$ cat src/tbe_pkg.sv
// ----------------------------------------------------------------------------
// Bandwidth estimator package
// Field widths, fixed-point constants and shared types of the estimator.
// ----------------------------------------------------------------------------
package tbe_pkg;

	localparam int LEN_W     = 16;
	localparam int TS_W      = 32;
	localparam int RATE_W    = 32;
	localparam int EST_W     = 33;
	localparam int TAU_W     = 24;
	localparam int FRAC_W    = 16;

	// Quotient width of the shared divider and its step counter
	localparam int QUO_W     = 33;
	localparam int DIV_CNT_W = $clog2(QUO_W);

	// Split of the 33-bit multiplicand into two partial products
	localparam int LO_W      = 17;
	localparam int HI_W      = EST_W - LO_W;

	localparam logic [TAU_W-1:0] TAU_RESET = TAU_W'(100000);
	localparam logic [EST_W-1:0] EST_MAX   = 33'h0_FFFF_FFFF;
	localparam logic [EST_W-1:0] EST_MIN   = 33'h1_0000_0000;

	typedef struct packed {
		logic busy;
		logic done;
	} div_stat_t;

endpackage

$ cat src/tbe_pkt_if.sv
// ----------------------------------------------------------------------------
// Packet channel
// Valid/ready channel carrying one packet arrival or timer tick.
// ----------------------------------------------------------------------------
interface tbe_pkt_if import tbe_pkg::*; ();
	logic             valid;
	logic             ready;
	logic [LEN_W-1:0] pkt_length;
	logic [TS_W-1:0]  timestamp_us;

	modport source (output valid, output pkt_length, output timestamp_us, input ready);
	modport sink (input valid, input pkt_length, input timestamp_us, output ready);
endinterface

$ cat src/tbe_res_if.sv
// ----------------------------------------------------------------------------
// Result channel
// Valid/ready channel carrying the rate and the filtered estimate.
// ----------------------------------------------------------------------------
interface tbe_res_if import tbe_pkg::*; ();
	logic                     valid;
	logic                     ready;
	logic [RATE_W-1:0]        inst_rate;
	logic signed [EST_W-1:0]  bandwidth;
	logic                     delta_clamped;

	modport source (output valid, output inst_rate, output bandwidth,
		output delta_clamped, input ready);
	modport sink (input valid, input inst_rate, input bandwidth,
		input delta_clamped, output ready);
endinterface

$ cat src/tbe_cfg_if.sv
// ----------------------------------------------------------------------------
// Configuration channel
// Valid/ready write channel for the filter time constant.
// ----------------------------------------------------------------------------
interface tbe_cfg_if import tbe_pkg::*; ();
	logic             valid;
	logic             ready;
	logic [TAU_W-1:0] tau_us;

	modport source (output valid, output tau_us, input ready);
	modport sink (input valid, input tau_us, output ready);
endinterface

$ cat src/tbe_front.sv
// ----------------------------------------------------------------------------
// Bandwidth estimator front end
// Accepts items, measures the wrapped time step and clamps it.
// ----------------------------------------------------------------------------
module tbe_front import tbe_pkg::*; #(
	parameter int MAX_DELTA_BITS = 24
) (
	input  logic                                 clk,
	input  logic                                 arst_n,
	tbe_pkt_if.sink                              pkt_in,
	input  logic                                 q_full,
	output logic                                 q_push,
	output logic [1+LEN_W+MAX_DELTA_BITS+1-1:0]  q_data
);

	localparam int DLT_W = MAX_DELTA_BITS + 1;
	localparam logic [TS_W-1:0] LIMIT = TS_W'(1) << MAX_DELTA_BITS;

	logic [TS_W-1:0]  last_time_q;
	logic [TS_W-1:0]  raw_delta;
	logic [DLT_W-1:0] delta;
	logic             clamped;

	assign pkt_in.ready = !q_full;
	assign q_push       = pkt_in.valid && !q_full;
	assign raw_delta    = pkt_in.timestamp_us - last_time_q;

	always_comb begin
		if (raw_delta == '0) begin
			delta   = DLT_W'(1);
			clamped = 1'b1;
		end else if (raw_delta > LIMIT) begin
			delta   = LIMIT[DLT_W-1:0];
			clamped = 1'b1;
		end else begin
			delta   = raw_delta[DLT_W-1:0];
			clamped = 1'b0;
		end
	end

	assign q_data = {clamped, pkt_in.pkt_length, delta};

	always_ff @(posedge clk or negedge arst_n) begin
		if (!arst_n) begin
			last_time_q <= '0;
		end else if (q_push) begin
			last_time_q <= pkt_in.timestamp_us;
		end
	end

endmodule

$ cat src/tbe_queue.sv
// ----------------------------------------------------------------------------
// Bandwidth estimator queue
// Two-entry queue between the front end and the arithmetic back end.
// ----------------------------------------------------------------------------
module tbe_queue import tbe_pkg::*; #(
	parameter int WIDTH = 42
) (
	input  logic             clk,
	input  logic             arst_n,
	input  logic             push,
	input  logic [WIDTH-1:0] push_data,
	output logic             full,
	input  logic             pop,
	output logic             pop_valid,
	output logic [WIDTH-1:0] pop_data
);

	localparam int DEPTH = 2;
	localparam int PTR_W = $clog2(DEPTH);
	localparam int CNT_W = $clog2(DEPTH + 1);

	logic [WIDTH-1:0] mem_q [DEPTH];
	logic [PTR_W-1:0] wr_ptr_q;
	logic [PTR_W-1:0] rd_ptr_q;
	logic [CNT_W-1:0] cnt_q;
	logic             do_push;
	logic             do_pop;

	assign full      = (cnt_q == CNT_W'(DEPTH));
	assign pop_valid = (cnt_q != '0);
	assign pop_data  = mem_q[rd_ptr_q];
	assign do_push   = push && !full;
	assign do_pop    = pop && pop_valid;

	always_ff @(posedge clk) begin
		if (do_push) begin
			mem_q[wr_ptr_q] <= push_data;
		end
	end

	always_ff @(posedge clk or negedge arst_n) begin
		if (!arst_n) begin
			wr_ptr_q <= '0;
			rd_ptr_q <= '0;
			cnt_q    <= '0;
		end else begin
			if (do_push) begin
				wr_ptr_q <= wr_ptr_q + PTR_W'(1);
			end
			if (do_pop) begin
				rd_ptr_q <= rd_ptr_q + PTR_W'(1);
			end
			if (do_push && !do_pop) begin
				cnt_q <= cnt_q + CNT_W'(1);
			end else if (do_pop && !do_push) begin
				cnt_q <= cnt_q - CNT_W'(1);
			end
		end
	end

endmodule

$ cat src/tbe_div.sv
// ----------------------------------------------------------------------------
// Bandwidth estimator divider
// Radix-2 restoring divider producing a 33-bit quotient, one bit a cycle.
// ----------------------------------------------------------------------------
module tbe_div import tbe_pkg::*; #(
	parameter int DEN_W = 30
) (
	input  logic             clk,
	input  logic             arst_n,
	input  logic             start,
	input  logic [DEN_W-1:0] divisor,
	input  logic [DEN_W-1:0] rem_init,
	input  logic [QUO_W-1:0] dividend,
	output div_stat_t        stat,
	output logic [QUO_W-1:0] quotient
);

	logic                 busy_q;
	logic                 done_q;
	logic [DIV_CNT_W-1:0] cnt_q;
	logic [DEN_W-1:0]     rem_q;
	logic [DEN_W-1:0]     dsr_q;
	logic [QUO_W-1:0]     dvd_q;
	logic [DEN_W:0]       part;
	logic [DEN_W:0]       diff;
	logic                 ge;

	assign part = {rem_q, dvd_q[QUO_W-1]};
	assign ge   = (part >= {1'b0, dsr_q});
	assign diff = part - {1'b0, dsr_q};

	assign stat.busy = busy_q;
	assign stat.done = done_q;
	assign quotient  = dvd_q;

	always_ff @(posedge clk) begin
		if (start) begin
			rem_q <= rem_init;
			dsr_q <= divisor;
			dvd_q <= dividend;
		end else if (busy_q) begin
			rem_q <= ge ? diff[DEN_W-1:0] : part[DEN_W-1:0];
			dvd_q <= {dvd_q[QUO_W-2:0], ge};
		end
	end

	always_ff @(posedge clk or negedge arst_n) begin
		if (!arst_n) begin
			busy_q <= 1'b0;
			done_q <= 1'b0;
			cnt_q  <= '0;
		end else begin
			done_q <= 1'b0;
			if (start) begin
				busy_q <= 1'b1;
				cnt_q  <= '0;
			end else if (busy_q) begin
				cnt_q <= cnt_q + DIV_CNT_W'(1);
				if (cnt_q == DIV_CNT_W'(QUO_W - 1)) begin
					busy_q <= 1'b0;
					done_q <= 1'b1;
				end
			end
		end
	end

endmodule

$ cat src/tbe_back.sv
// ----------------------------------------------------------------------------
// Bandwidth estimator back end
// Sequences the rate division, the filter products and the estimate division.
// ----------------------------------------------------------------------------
module tbe_back import tbe_pkg::*; #(
	parameter int MAX_DELTA_BITS = 24
) (
	input  logic                                 clk,
	input  logic                                 arst_n,
	tbe_cfg_if.sink                              cfg_wr,
	input  logic                                 q_valid,
	input  logic [1+LEN_W+MAX_DELTA_BITS+1-1:0]  q_data,
	output logic                                 q_pop,
	tbe_res_if.source                            res_out
);

	localparam int DLT_W = MAX_DELTA_BITS + 1;
	localparam int TT_W  = TAU_W + 1;
	localparam int AW    = (TT_W > DLT_W) ? TT_W : DLT_W;
	localparam int DEN_W = AW + 1;
	localparam int PP_W  = AW + LO_W;
	localparam int ACC_W = AW + EST_W + 2;
	localparam int MAG_W = ACC_W - 1;

	localparam logic [2:0] S_IDLE  = 3'd0;
	localparam logic [2:0] S_T1    = 3'd1;
	localparam logic [2:0] S_RATE  = 3'd2;
	localparam logic [2:0] S_T2    = 3'd3;
	localparam logic [2:0] S_DRAIN = 3'd4;
	localparam logic [2:0] S_ESTS  = 3'd5;
	localparam logic [2:0] S_EST   = 3'd6;
	localparam logic [2:0] S_OUT   = 3'd7;

	logic [2:0]             state_q;
	logic                   half_q;
	logic [TAU_W-1:0]       tau_q;
	logic [RATE_W-1:0]      prev_rate_q;
	logic [EST_W-1:0]       prev_est_q;
	logic [DLT_W-1:0]       delta_q;
	logic                   clamped_q;
	logic [AW-1:0]          a_mag_q;
	logic [EST_W-1:0]       b_mag_q;
	logic                   neg_q;
	logic [PP_W-1:0]        pp_s1;
	logic                   pp_vld_s1;
	logic                   pp_neg_s1;
	logic                   pp_hi_s1;
	logic [ACC_W-1:0]       acc_q;
	logic                   est_neg_q;
	logic                   est_sat_q;
	logic                   res_valid_q;
	logic [RATE_W-1:0]      res_rate_q;
	logic [EST_W-1:0]       res_bw_q;
	logic                   res_clamp_q;

	logic [DLT_W-1:0]       e_delta;
	logic [LEN_W-1:0]       e_len;
	logic                   e_clamped;
	logic [TT_W-1:0]        two_tau;
	logic [DEN_W-1:0]       den;
	logic [DEN_W-1:0]       diff1;
	logic [AW-1:0]          diff1_mag;
	logic                   est_sign;
	logic [EST_W-1:0]       est_mag;
	logic                   issue;
	logic [LO_W-1:0]        b_half;
	logic [ACC_W-1:0]       pp_ext;
	logic [ACC_W-1:0]       acc_abs;
	logic [MAG_W-1:0]       num_mag;
	logic [DEN_W-1:0]       num_hi;
	logic                   div_start;
	logic [DEN_W-1:0]       div_dsr;
	logic [DEN_W-1:0]       div_rem;
	logic [QUO_W-1:0]       div_dvd;
	div_stat_t              div_stat;
	logic [QUO_W-1:0]       div_quo;
	logic [EST_W-1:0]       est_val;
	logic                   res_load;

	assign {e_clamped, e_len, e_delta} = q_data;

	assign cfg_wr.ready = 1'b1;

	assign two_tau   = {tau_q, 1'b0};
	assign den       = DEN_W'(two_tau) + DEN_W'(delta_q);
	assign diff1     = DEN_W'(two_tau) - DEN_W'(e_delta);
	assign diff1_mag = diff1[DEN_W-1] ? AW'(DEN_W'(0) - diff1) : diff1[AW-1:0];
	assign est_sign  = prev_est_q[EST_W-1];
	assign est_mag   = est_sign ? (EST_W'(0) - prev_est_q) : prev_est_q;

	assign q_pop = (state_q == S_IDLE) && q_valid;

	// Multiplier: one partial product a cycle, registered before accumulation
	assign issue  = (state_q == S_T1) || (state_q == S_T2);
	assign b_half = half_q ? LO_W'(b_mag_q[EST_W-1:LO_W]) : b_mag_q[LO_W-1:0];
	assign pp_ext = pp_hi_s1 ? (ACC_W'(pp_s1) << LO_W) : ACC_W'(pp_s1);

	assign acc_abs = acc_q[ACC_W-1] ? (ACC_W'(0) - acc_q) : acc_q;
	assign num_mag = acc_abs[MAG_W-1:0];
	assign num_hi  = num_mag[MAG_W-1:QUO_W];

	always_comb begin
		div_start = 1'b0;
		div_dsr   = DEN_W'(e_delta);
		div_rem   = '0;
		div_dvd   = {1'b0, e_len, FRAC_W'(0)};
		case (state_q)
			S_IDLE: begin
				div_start = q_valid;
			end
			S_ESTS: begin
				div_start = 1'b1;
				div_dsr   = den;
				div_rem   = num_hi;
				div_dvd   = num_mag[QUO_W-1:0];
			end
			default: begin
				div_start = 1'b0;
			end
		endcase
	end

	tbe_div #(
		.DEN_W(DEN_W)
	) u_div (
		.clk     (clk),
		.arst_n  (arst_n),
		.start   (div_start),
		.divisor (div_dsr),
		.rem_init(div_rem),
		.dividend(div_dvd),
		.stat    (div_stat),
		.quotient(div_quo)
	);

	always_comb begin
		if (est_sat_q) begin
			est_val = est_neg_q ? EST_MIN : EST_MAX;
		end else if (!est_neg_q) begin
			est_val = div_quo[QUO_W-1] ? EST_MAX : div_quo;
		end else begin
			est_val = (div_quo > EST_MIN) ? EST_MIN : (EST_W'(0) - div_quo);
		end
	end

	assign res_load = (state_q == S_OUT) && (!res_valid_q || res_out.ready);

	assign res_out.valid         = res_valid_q;
	assign res_out.inst_rate     = res_rate_q;
	assign res_out.bandwidth     = res_bw_q;
	assign res_out.delta_clamped = res_clamp_q;

	always_ff @(posedge clk) begin
		pp_s1     <= a_mag_q * b_half;
		pp_neg_s1 <= neg_q;
		pp_hi_s1  <= half_q;
		if (q_pop) begin
			delta_q   <= e_delta;
			clamped_q <= e_clamped;
			a_mag_q   <= diff1_mag;
			b_mag_q   <= est_mag;
			neg_q     <= diff1[DEN_W-1] ^ est_sign;
		end else if ((state_q == S_RATE) && div_stat.done) begin
			a_mag_q <= AW'(delta_q);
			b_mag_q <= EST_W'(div_quo[RATE_W-1:0]) + EST_W'(prev_rate_q);
			neg_q   <= 1'b0;
		end
		if (q_pop) begin
			acc_q <= '0;
		end else if (pp_vld_s1) begin
			acc_q <= pp_neg_s1 ? (acc_q - pp_ext) : (acc_q + pp_ext);
		end
		if (state_q == S_ESTS) begin
			est_neg_q <= acc_q[ACC_W-1];
			est_sat_q <= (num_hi >= den);
		end
		if (res_load) begin
			res_rate_q  <= prev_rate_q;
			res_bw_q    <= prev_est_q;
			res_clamp_q <= clamped_q;
		end
	end

	always_ff @(posedge clk or negedge arst_n) begin
		if (!arst_n) begin
			state_q     <= S_IDLE;
			half_q      <= 1'b0;
			pp_vld_s1   <= 1'b0;
			tau_q       <= TAU_RESET;
			prev_rate_q <= '0;
			prev_est_q  <= '0;
			res_valid_q <= 1'b0;
		end else begin
			pp_vld_s1 <= issue;
			if (cfg_wr.valid) begin
				tau_q <= cfg_wr.tau_us;
			end
			if (res_load) begin
				res_valid_q <= 1'b1;
			end else if (res_out.ready) begin
				res_valid_q <= 1'b0;
			end
			case (state_q)
				S_IDLE: begin
					half_q <= 1'b0;
					if (q_valid) begin
						state_q <= S_T1;
					end
				end
				S_T1: begin
					half_q <= !half_q;
					if (half_q) begin
						state_q <= S_RATE;
					end
				end
				S_RATE: begin
					if (div_stat.done) begin
						prev_rate_q <= div_quo[RATE_W-1:0];
						state_q     <= S_T2;
					end
				end
				S_T2: begin
					half_q <= !half_q;
					if (half_q) begin
						state_q <= S_DRAIN;
					end
				end
				S_DRAIN: begin
					state_q <= S_ESTS;
				end
				S_ESTS: begin
					state_q <= S_EST;
				end
				S_EST: begin
					if (div_stat.done) begin
						prev_est_q <= est_val;
						state_q    <= S_OUT;
					end
				end
				S_OUT: begin
					if (res_load) begin
						state_q <= S_IDLE;
					end
				end
				default: begin
					state_q <= S_IDLE;
				end
			endcase
		end
	end

endmodule

$ cat src/tustin_bandwidth_estimator.sv
// ----------------------------------------------------------------------------
// Tustin bandwidth estimator
// Bilinear low-pass filter over instantaneous byte rates of a packet stream.
// ----------------------------------------------------------------------------
// Each packet or timer tick yields one result: instantaneous rate in Q16.16
// and filtered estimate in signed Q17.16, both in bytes per microsecond. The
// front end takes an item whenever its two-entry queue has room; the back
// end takes the next item once the last result is loaded, paced by the shared
// radix-2 divider, 33 steps for the rate and 33 for the estimate. The time
// constant may only be written while no transfer is outstanding.
module tustin_bandwidth_estimator import tbe_pkg::*; #(
	parameter int MAX_DELTA_BITS = 24
) (
	input  logic       clk,
	input  logic       arst_n,
	tbe_pkt_if.sink    pkt_in,
	tbe_cfg_if.sink    cfg_wr,
	tbe_res_if.source  res_out
);

	localparam int ENTRY_W = 1 + LEN_W + MAX_DELTA_BITS + 1;

	logic               q_full;
	logic               q_push;
	logic [ENTRY_W-1:0] q_wdata;
	logic               q_pop;
	logic               q_valid;
	logic [ENTRY_W-1:0] q_rdata;

	tbe_front #(
		.MAX_DELTA_BITS(MAX_DELTA_BITS)
	) u_front (
		.clk   (clk),
		.arst_n(arst_n),
		.pkt_in(pkt_in),
		.q_full(q_full),
		.q_push(q_push),
		.q_data(q_wdata)
	);

	tbe_queue #(
		.WIDTH(ENTRY_W)
	) u_queue (
		.clk      (clk),
		.arst_n   (arst_n),
		.push     (q_push),
		.push_data(q_wdata),
		.full     (q_full),
		.pop      (q_pop),
		.pop_valid(q_valid),
		.pop_data (q_rdata)
	);

	tbe_back #(
		.MAX_DELTA_BITS(MAX_DELTA_BITS)
	) u_back (
		.clk    (clk),
		.arst_n (arst_n),
		.cfg_wr (cfg_wr),
		.q_valid(q_valid),
		.q_data (q_rdata),
		.q_pop  (q_pop),
		.res_out(res_out)
	);

endmodule

$ cat src/flat_wrapper.sv
// flat-port wrapper written by rule: the top's interface ports become plain ports
module tustin_bandwidth_estimator_flat import tbe_pkg::*;
#(
	parameter int MAX_DELTA_BITS = 24
)
  (clk, arst_n, pkt_in_valid, pkt_in_pkt_length, pkt_in_timestamp_us, pkt_in_ready, cfg_wr_valid, cfg_wr_tau_us, cfg_wr_ready, res_out_valid, res_out_inst_rate, res_out_bandwidth, res_out_delta_clamped, res_out_ready);
  tbe_pkt_if pkt_in_i ();
  tbe_cfg_if cfg_wr_i ();
  tbe_res_if res_out_i ();
  input  logic clk;
  input  logic arst_n;
  input wire logic [$bits(pkt_in_i.valid)-1:0] pkt_in_valid;
  input wire logic [$bits(pkt_in_i.pkt_length)-1:0] pkt_in_pkt_length;
  input wire logic [$bits(pkt_in_i.timestamp_us)-1:0] pkt_in_timestamp_us;
  output wire logic [$bits(pkt_in_i.ready)-1:0] pkt_in_ready;
  input wire logic [$bits(cfg_wr_i.valid)-1:0] cfg_wr_valid;
  input wire logic [$bits(cfg_wr_i.tau_us)-1:0] cfg_wr_tau_us;
  output wire logic [$bits(cfg_wr_i.ready)-1:0] cfg_wr_ready;
  output wire logic [$bits(res_out_i.valid)-1:0] res_out_valid;
  output wire logic [$bits(res_out_i.inst_rate)-1:0] res_out_inst_rate;
  output wire logic [$bits(res_out_i.bandwidth)-1:0] res_out_bandwidth;
  output wire logic [$bits(res_out_i.delta_clamped)-1:0] res_out_delta_clamped;
  input wire logic [$bits(res_out_i.ready)-1:0] res_out_ready;
  assign pkt_in_i.valid = pkt_in_valid;
  assign pkt_in_i.pkt_length = pkt_in_pkt_length;
  assign pkt_in_i.timestamp_us = pkt_in_timestamp_us;
  assign pkt_in_ready = pkt_in_i.ready;
  assign cfg_wr_i.valid = cfg_wr_valid;
  assign cfg_wr_i.tau_us = cfg_wr_tau_us;
  assign cfg_wr_ready = cfg_wr_i.ready;
  assign res_out_valid = res_out_i.valid;
  assign res_out_inst_rate = res_out_i.inst_rate;
  assign res_out_bandwidth = res_out_i.bandwidth;
  assign res_out_delta_clamped = res_out_i.delta_clamped;
  assign res_out_i.ready = res_out_ready;
  tustin_bandwidth_estimator #(.MAX_DELTA_BITS(MAX_DELTA_BITS)) u_core (.clk(clk), .arst_n(arst_n), .pkt_in(pkt_in_i), .cfg_wr(cfg_wr_i), .res_out(res_out_i));
endmodule
$ cat config.mk
export PLATFORM = sky130hd
export DESIGN_NAME = tustin_bandwidth_estimator_flat
export DESIGN_NICKNAME = d
export VERILOG_FILES = /design/src/tbe_pkg.sv /design/src/tbe_pkt_if.sv /design/src/tbe_res_if.sv /design/src/tbe_cfg_if.sv /design/src/tbe_front.sv /design/src/tbe_queue.sv /design/src/tbe_div.sv /design/src/tbe_back.sv /design/src/tustin_bandwidth_estimator.sv /design/src/flat_wrapper.sv
export SDC_FILE = /design/constraint.sdc
export NUM_CORES = 2
export LEC_CHECK = 0
export ABC_AREA = 1
export CAP_MARGIN = 5
export CELL_PAD_IN_SITES_DETAIL_PLACEMENT = 1
export CELL_PAD_IN_SITES_GLOBAL_PLACEMENT = 2
export CORE_ASPECT_RATIO = 0.5
export CORE_UTILIZATION = 35
export DETAILED_ROUTE_END_ITERATION = 7
export DONT_BUFFER_PORTS = 1
export GPL_TIMING_DRIVEN = 1
export PLACE_DENSITY = 0.88
export SYNTH_ARGS = -nofsm -noshare
export SYNTH_HDL_FRONTEND = slang
export SYNTH_SLANG_ARGS = --single-unit
$ cat constraint.sdc
create_clock -name clk -period 6 [get_ports clk]
set_clock_uncertainty 0.1 [all_clocks]
set_input_delay 0.3 -clock clk [delete_from_list [all_inputs] [get_ports clk]]
set_output_delay 0.3 -clock clk [all_outputs]
set_load 0.01 [all_outputs]
==> reports/metrics.csv <==
stage,metric,value,unit
layout,Layout Nets,8560,
setup_path,endpoint class of the critical path,register,
setup_path,Worst EP required,6.48,ns
synth,Synth Flop Type,edfxtp_1,
synth,top post-synthesis cells by area,"edfxtp_1 18%, fa_1 13%, nand2_1 12%",
clock_tree,Worst-Skew Late Latency,0.67,ns
outcome,failing checks,setup timing,
synth,register area share after synthesis,27.9,%
timing,slew at the pin closest to its max-slew limit,1.45,ns
synth,"EDFF count, synth",322,
synth,Synth Register Bits,565,
layout,fraction of layout cells with a size suffix above 1,12.2,%
clock_tree,Num CTS Buffers,66,
global_route,vias in the first global route,54000,
timing,f_max,153,MHz
die,die height,282,um
synth,Netlist cell types,67,
outcome,status,"finished, violations left",
placed_design,dpl ws,-0.840,ns
route,via density per instance,5.25,
clock_tree,"Reg clk slew, reported paths",0.07,ns
timing,Slew headroom,2.08,%
setup_path,kind of critical path,reg2reg,
placed_design,gpl congestion,0.971,
global_route,antenna violations before repair,15,
timing,final hold violations,0,
timing,Setup Viol. Count Final,24,
setup_path,Critical Path AT,7.01,ns
synth,Synth area leader,edfxtp_1,
clock_tree,clk root buf,clkbuf_16,
route,Final Routed Wirelength,226,mm
global_route,grt total ovfl,0,
placed_design,post-DP HPWL,179,mm
synth,post-synthesis cell count,7439,
timing,unrepaired setup endpoints after global routing,true,
synth,most frequent cell after synthesis,nand2_1,
die,io pins,146,
synth,synthesis warning total,0,
clock_tree,CTS Buffer Depth,3,
die,# rows,102,
pwr,VDD IR max,259,uV
timing,crit share post-route,109,%
route,DRC,0,
synth,Yosys top cell area share,17.7,%
setup_path,Critical Path Start Type,register,
route,drt pass-1 iters,5,
pwr,Pwr Density,184,nW/um^2
layout,final instance area,64700,um^2
pwr,LEAKAGE,30.3,nW
timing,min Tclk post-route,6.53,ns
route,DR WL/cell,22.8,um
synth,Post-synth ARST share,24.6,%
synth,top post-synthesis cells by count,"1,750 x nand2_1, 1,319 x inv_1, 806 x nor2_1",
die,die width,561,um
layout,area delta synth->final,18.3,%
hold_path,Hold/Removal Path Class,in2reg,
clock_tree,htree depth,3,
route,vias,52100,
die,DIE AREA,158000,um^2
route,DR iter-0 viols,3705,
placed_design,port bufs,0,
setup_path,"Slowest-stage cell, CP",fa_2,
synth,Post-Syn Area per Cell,7.35,um^2
synth,Synth Cell Area,54700,um^2
setup_path,most frequent CP cell,fa_1,
setup_path,maximum fanout along the worst path,6,
placed_design,post-placement cell area,59400,um^2
die,core area,155000,um^2
route,post-route ant nets,0,
clock_tree,CTS tree,done,
setup_path,crit-path max cell delay,0.58,ns
timing,max-slew violations,0,
global_route,pin count of the biggest net entering global routing,140,
die,initial core utilization,35.3,%
global_route,Tot GR Track Use,28.0,%
synth,Post-Syn Nets,8216,
timing,PnR worst setup slack,-0.525,ns
global_route,first-pass GRT wire length,334,mm
clock_tree,clock sinks,565,
run,MaxCap Viol Count,0,
[logic make-up after synthesis]
family                     synth area share [%]
AOI/OAI and AO/OA                          11.8
adders and majority gates                  20.8
buffers and inverters                      10.7
xor gates and xnor gates                   3.81
muxes                                     0.494
other                                   0.00686
and+or+nand+nor                            24.5
DFF                                        27.9
[worst paths after layout]
| check | from | endpoint | slack (ns) | cells after the start |
|---|---|---|---|---|
| worst max register to register | u_core.u_back.half_q | u_core.u_back.pp_s1[26] | -0.53 | 29 |
| worst max-delay path | u_core.u_back.half_q | u_core.u_back.pp_s1[26] | -0.53 | 29 |
| worst min register to register | u_core.u_back.neg_q | u_core.u_back.pp_neg_s1 | 0.25 | 0 |
| worst min-delay path | res_out_ready | u_core.u_back.state_q[0] | 0.09 | 5 |
| min in group asynchronous | arst_n | u_core.u_front.last_time_q[30] | 0.17 | 2 |
| max in group asynchronous | arst_n | u_core.u_back.half_q | 4.62 | 2 |
[routing by layer]
layer | global-route usage [%] | vias up | wire length (um)
li1 | - | 24400 | -
met1 | 37.0 | 25800 | 99600
met2 | 46.8 | 1438 | 104000
met3 | 4.53 | 403 | 13900
met4 | 8.88 | 10 | 8050
met5 | 0 | - | 61
[timing repair]
item                                   4_1_cts  5_1_grt
hold buffers                                99        0
pin swaps                                   84       67
gates resized for setup                    191      196
cloned                                       4        5
setup endpoints to repair                   30       31
endpoints found under the hold margin      228        0
buffers inserted                            25       21
[sequential cells by signal, summed over array words and instances, names as in the netlist, 2 cells and up]
name                             cells
u_core.u_back.a_mag_q               25
u_core.u_back.acc_q                 60
u_core.u_back.b_mag_q               33
u_core.u_back.delta_q               25
u_core.u_back.pp_s1                 42
u_core.u_back.prev_est_q            33
u_core.u_back.prev_rate_q           32
u_core.u_back.res_out.bandwidth     33
u_core.u_back.res_out.inst_rate     32
u_core.u_back.state_q                3
u_core.u_back.tau_q                 24
u_core.u_back.u_div.cnt_q            6
u_core.u_back.u_div.dsr_q           26
u_core.u_back.u_div.quotient        33
u_core.u_back.u_div.rem_q           26
u_core.u_front.last_time_q          32
u_core.u_queue.cnt_q                 2
u_core.u_queue.mem_q                84
[report_power, final]
part | total (W) | internal (W) | switching (W)
sequential | 0.00449 | 0.00438 | 0.000112
combinational | 0.00314 | 0.000991 | 0.00215
clock | 0.00430 | 0.00243 | 0.00187
[final cells by class]
class                      count  area (um^2)
timing repair buffer         453         4250
fill                       19200        90200
multi-input combinational   5333        35200
clock inverter                30          325
clock buffer                  91         1910
antenna                        5         12.5
sequential                   565        15200
inverter                    1362         5180
tap                         2080         2600
timing repair inverter         2         16.3
[cells in the final DEF (no fill, tap or decap), types with 81 or more instances in the layout]
cell type      synthesis  routed
a21oi_1              395     366
buf_4                  3     292
dfrtp_1              133     132
dfxtp_1              104     102
dlygate4sd3_1          0      98
edfxtp_1             322     322
fa_1                 350     331
ha_1                 350     323
inv_1               1319    1255
inv_2                 23      81
nand2_1             1750    1679
nand3_1              297     293
nor2_1               806     773
nor3_1                90      87
o21ai_0              458     444
xor2_1               167     158
[worst max-delay path: cells and delay by family (launching register included)]
kind            cells  cell delay, ns
buf+inv            11            0.91
xor+xnor            1            0.16
compound gates      5            0.70
flops               1            0.48
simple gates        5            0.61
fa+ha+maj           7            3.44
[stage by stage]
stage | utilization, % | std cells | TNS [ns] | total power (W) | hold WS, ns
floorplan | - | 7439 | 0 | 0.00672 | -0.0956
global placement | 38.3 | 9643 | -9.84 | 0.00749 | -0.0899
finish | 41.8 | 9921 | -6.37 | 0.0119 | 0.0862
global route | 41.7 | 9917 | -11.08 | 0.0126 | 0.129
CTS | 41.1 | 9891 | -4.81 | 0.0120 | 0.0229
detailed placement | 38.3 | 9643 | -12.18 | 0.00758 | -0.0912
No activity file was read; power rests on OpenSTA's default activity.
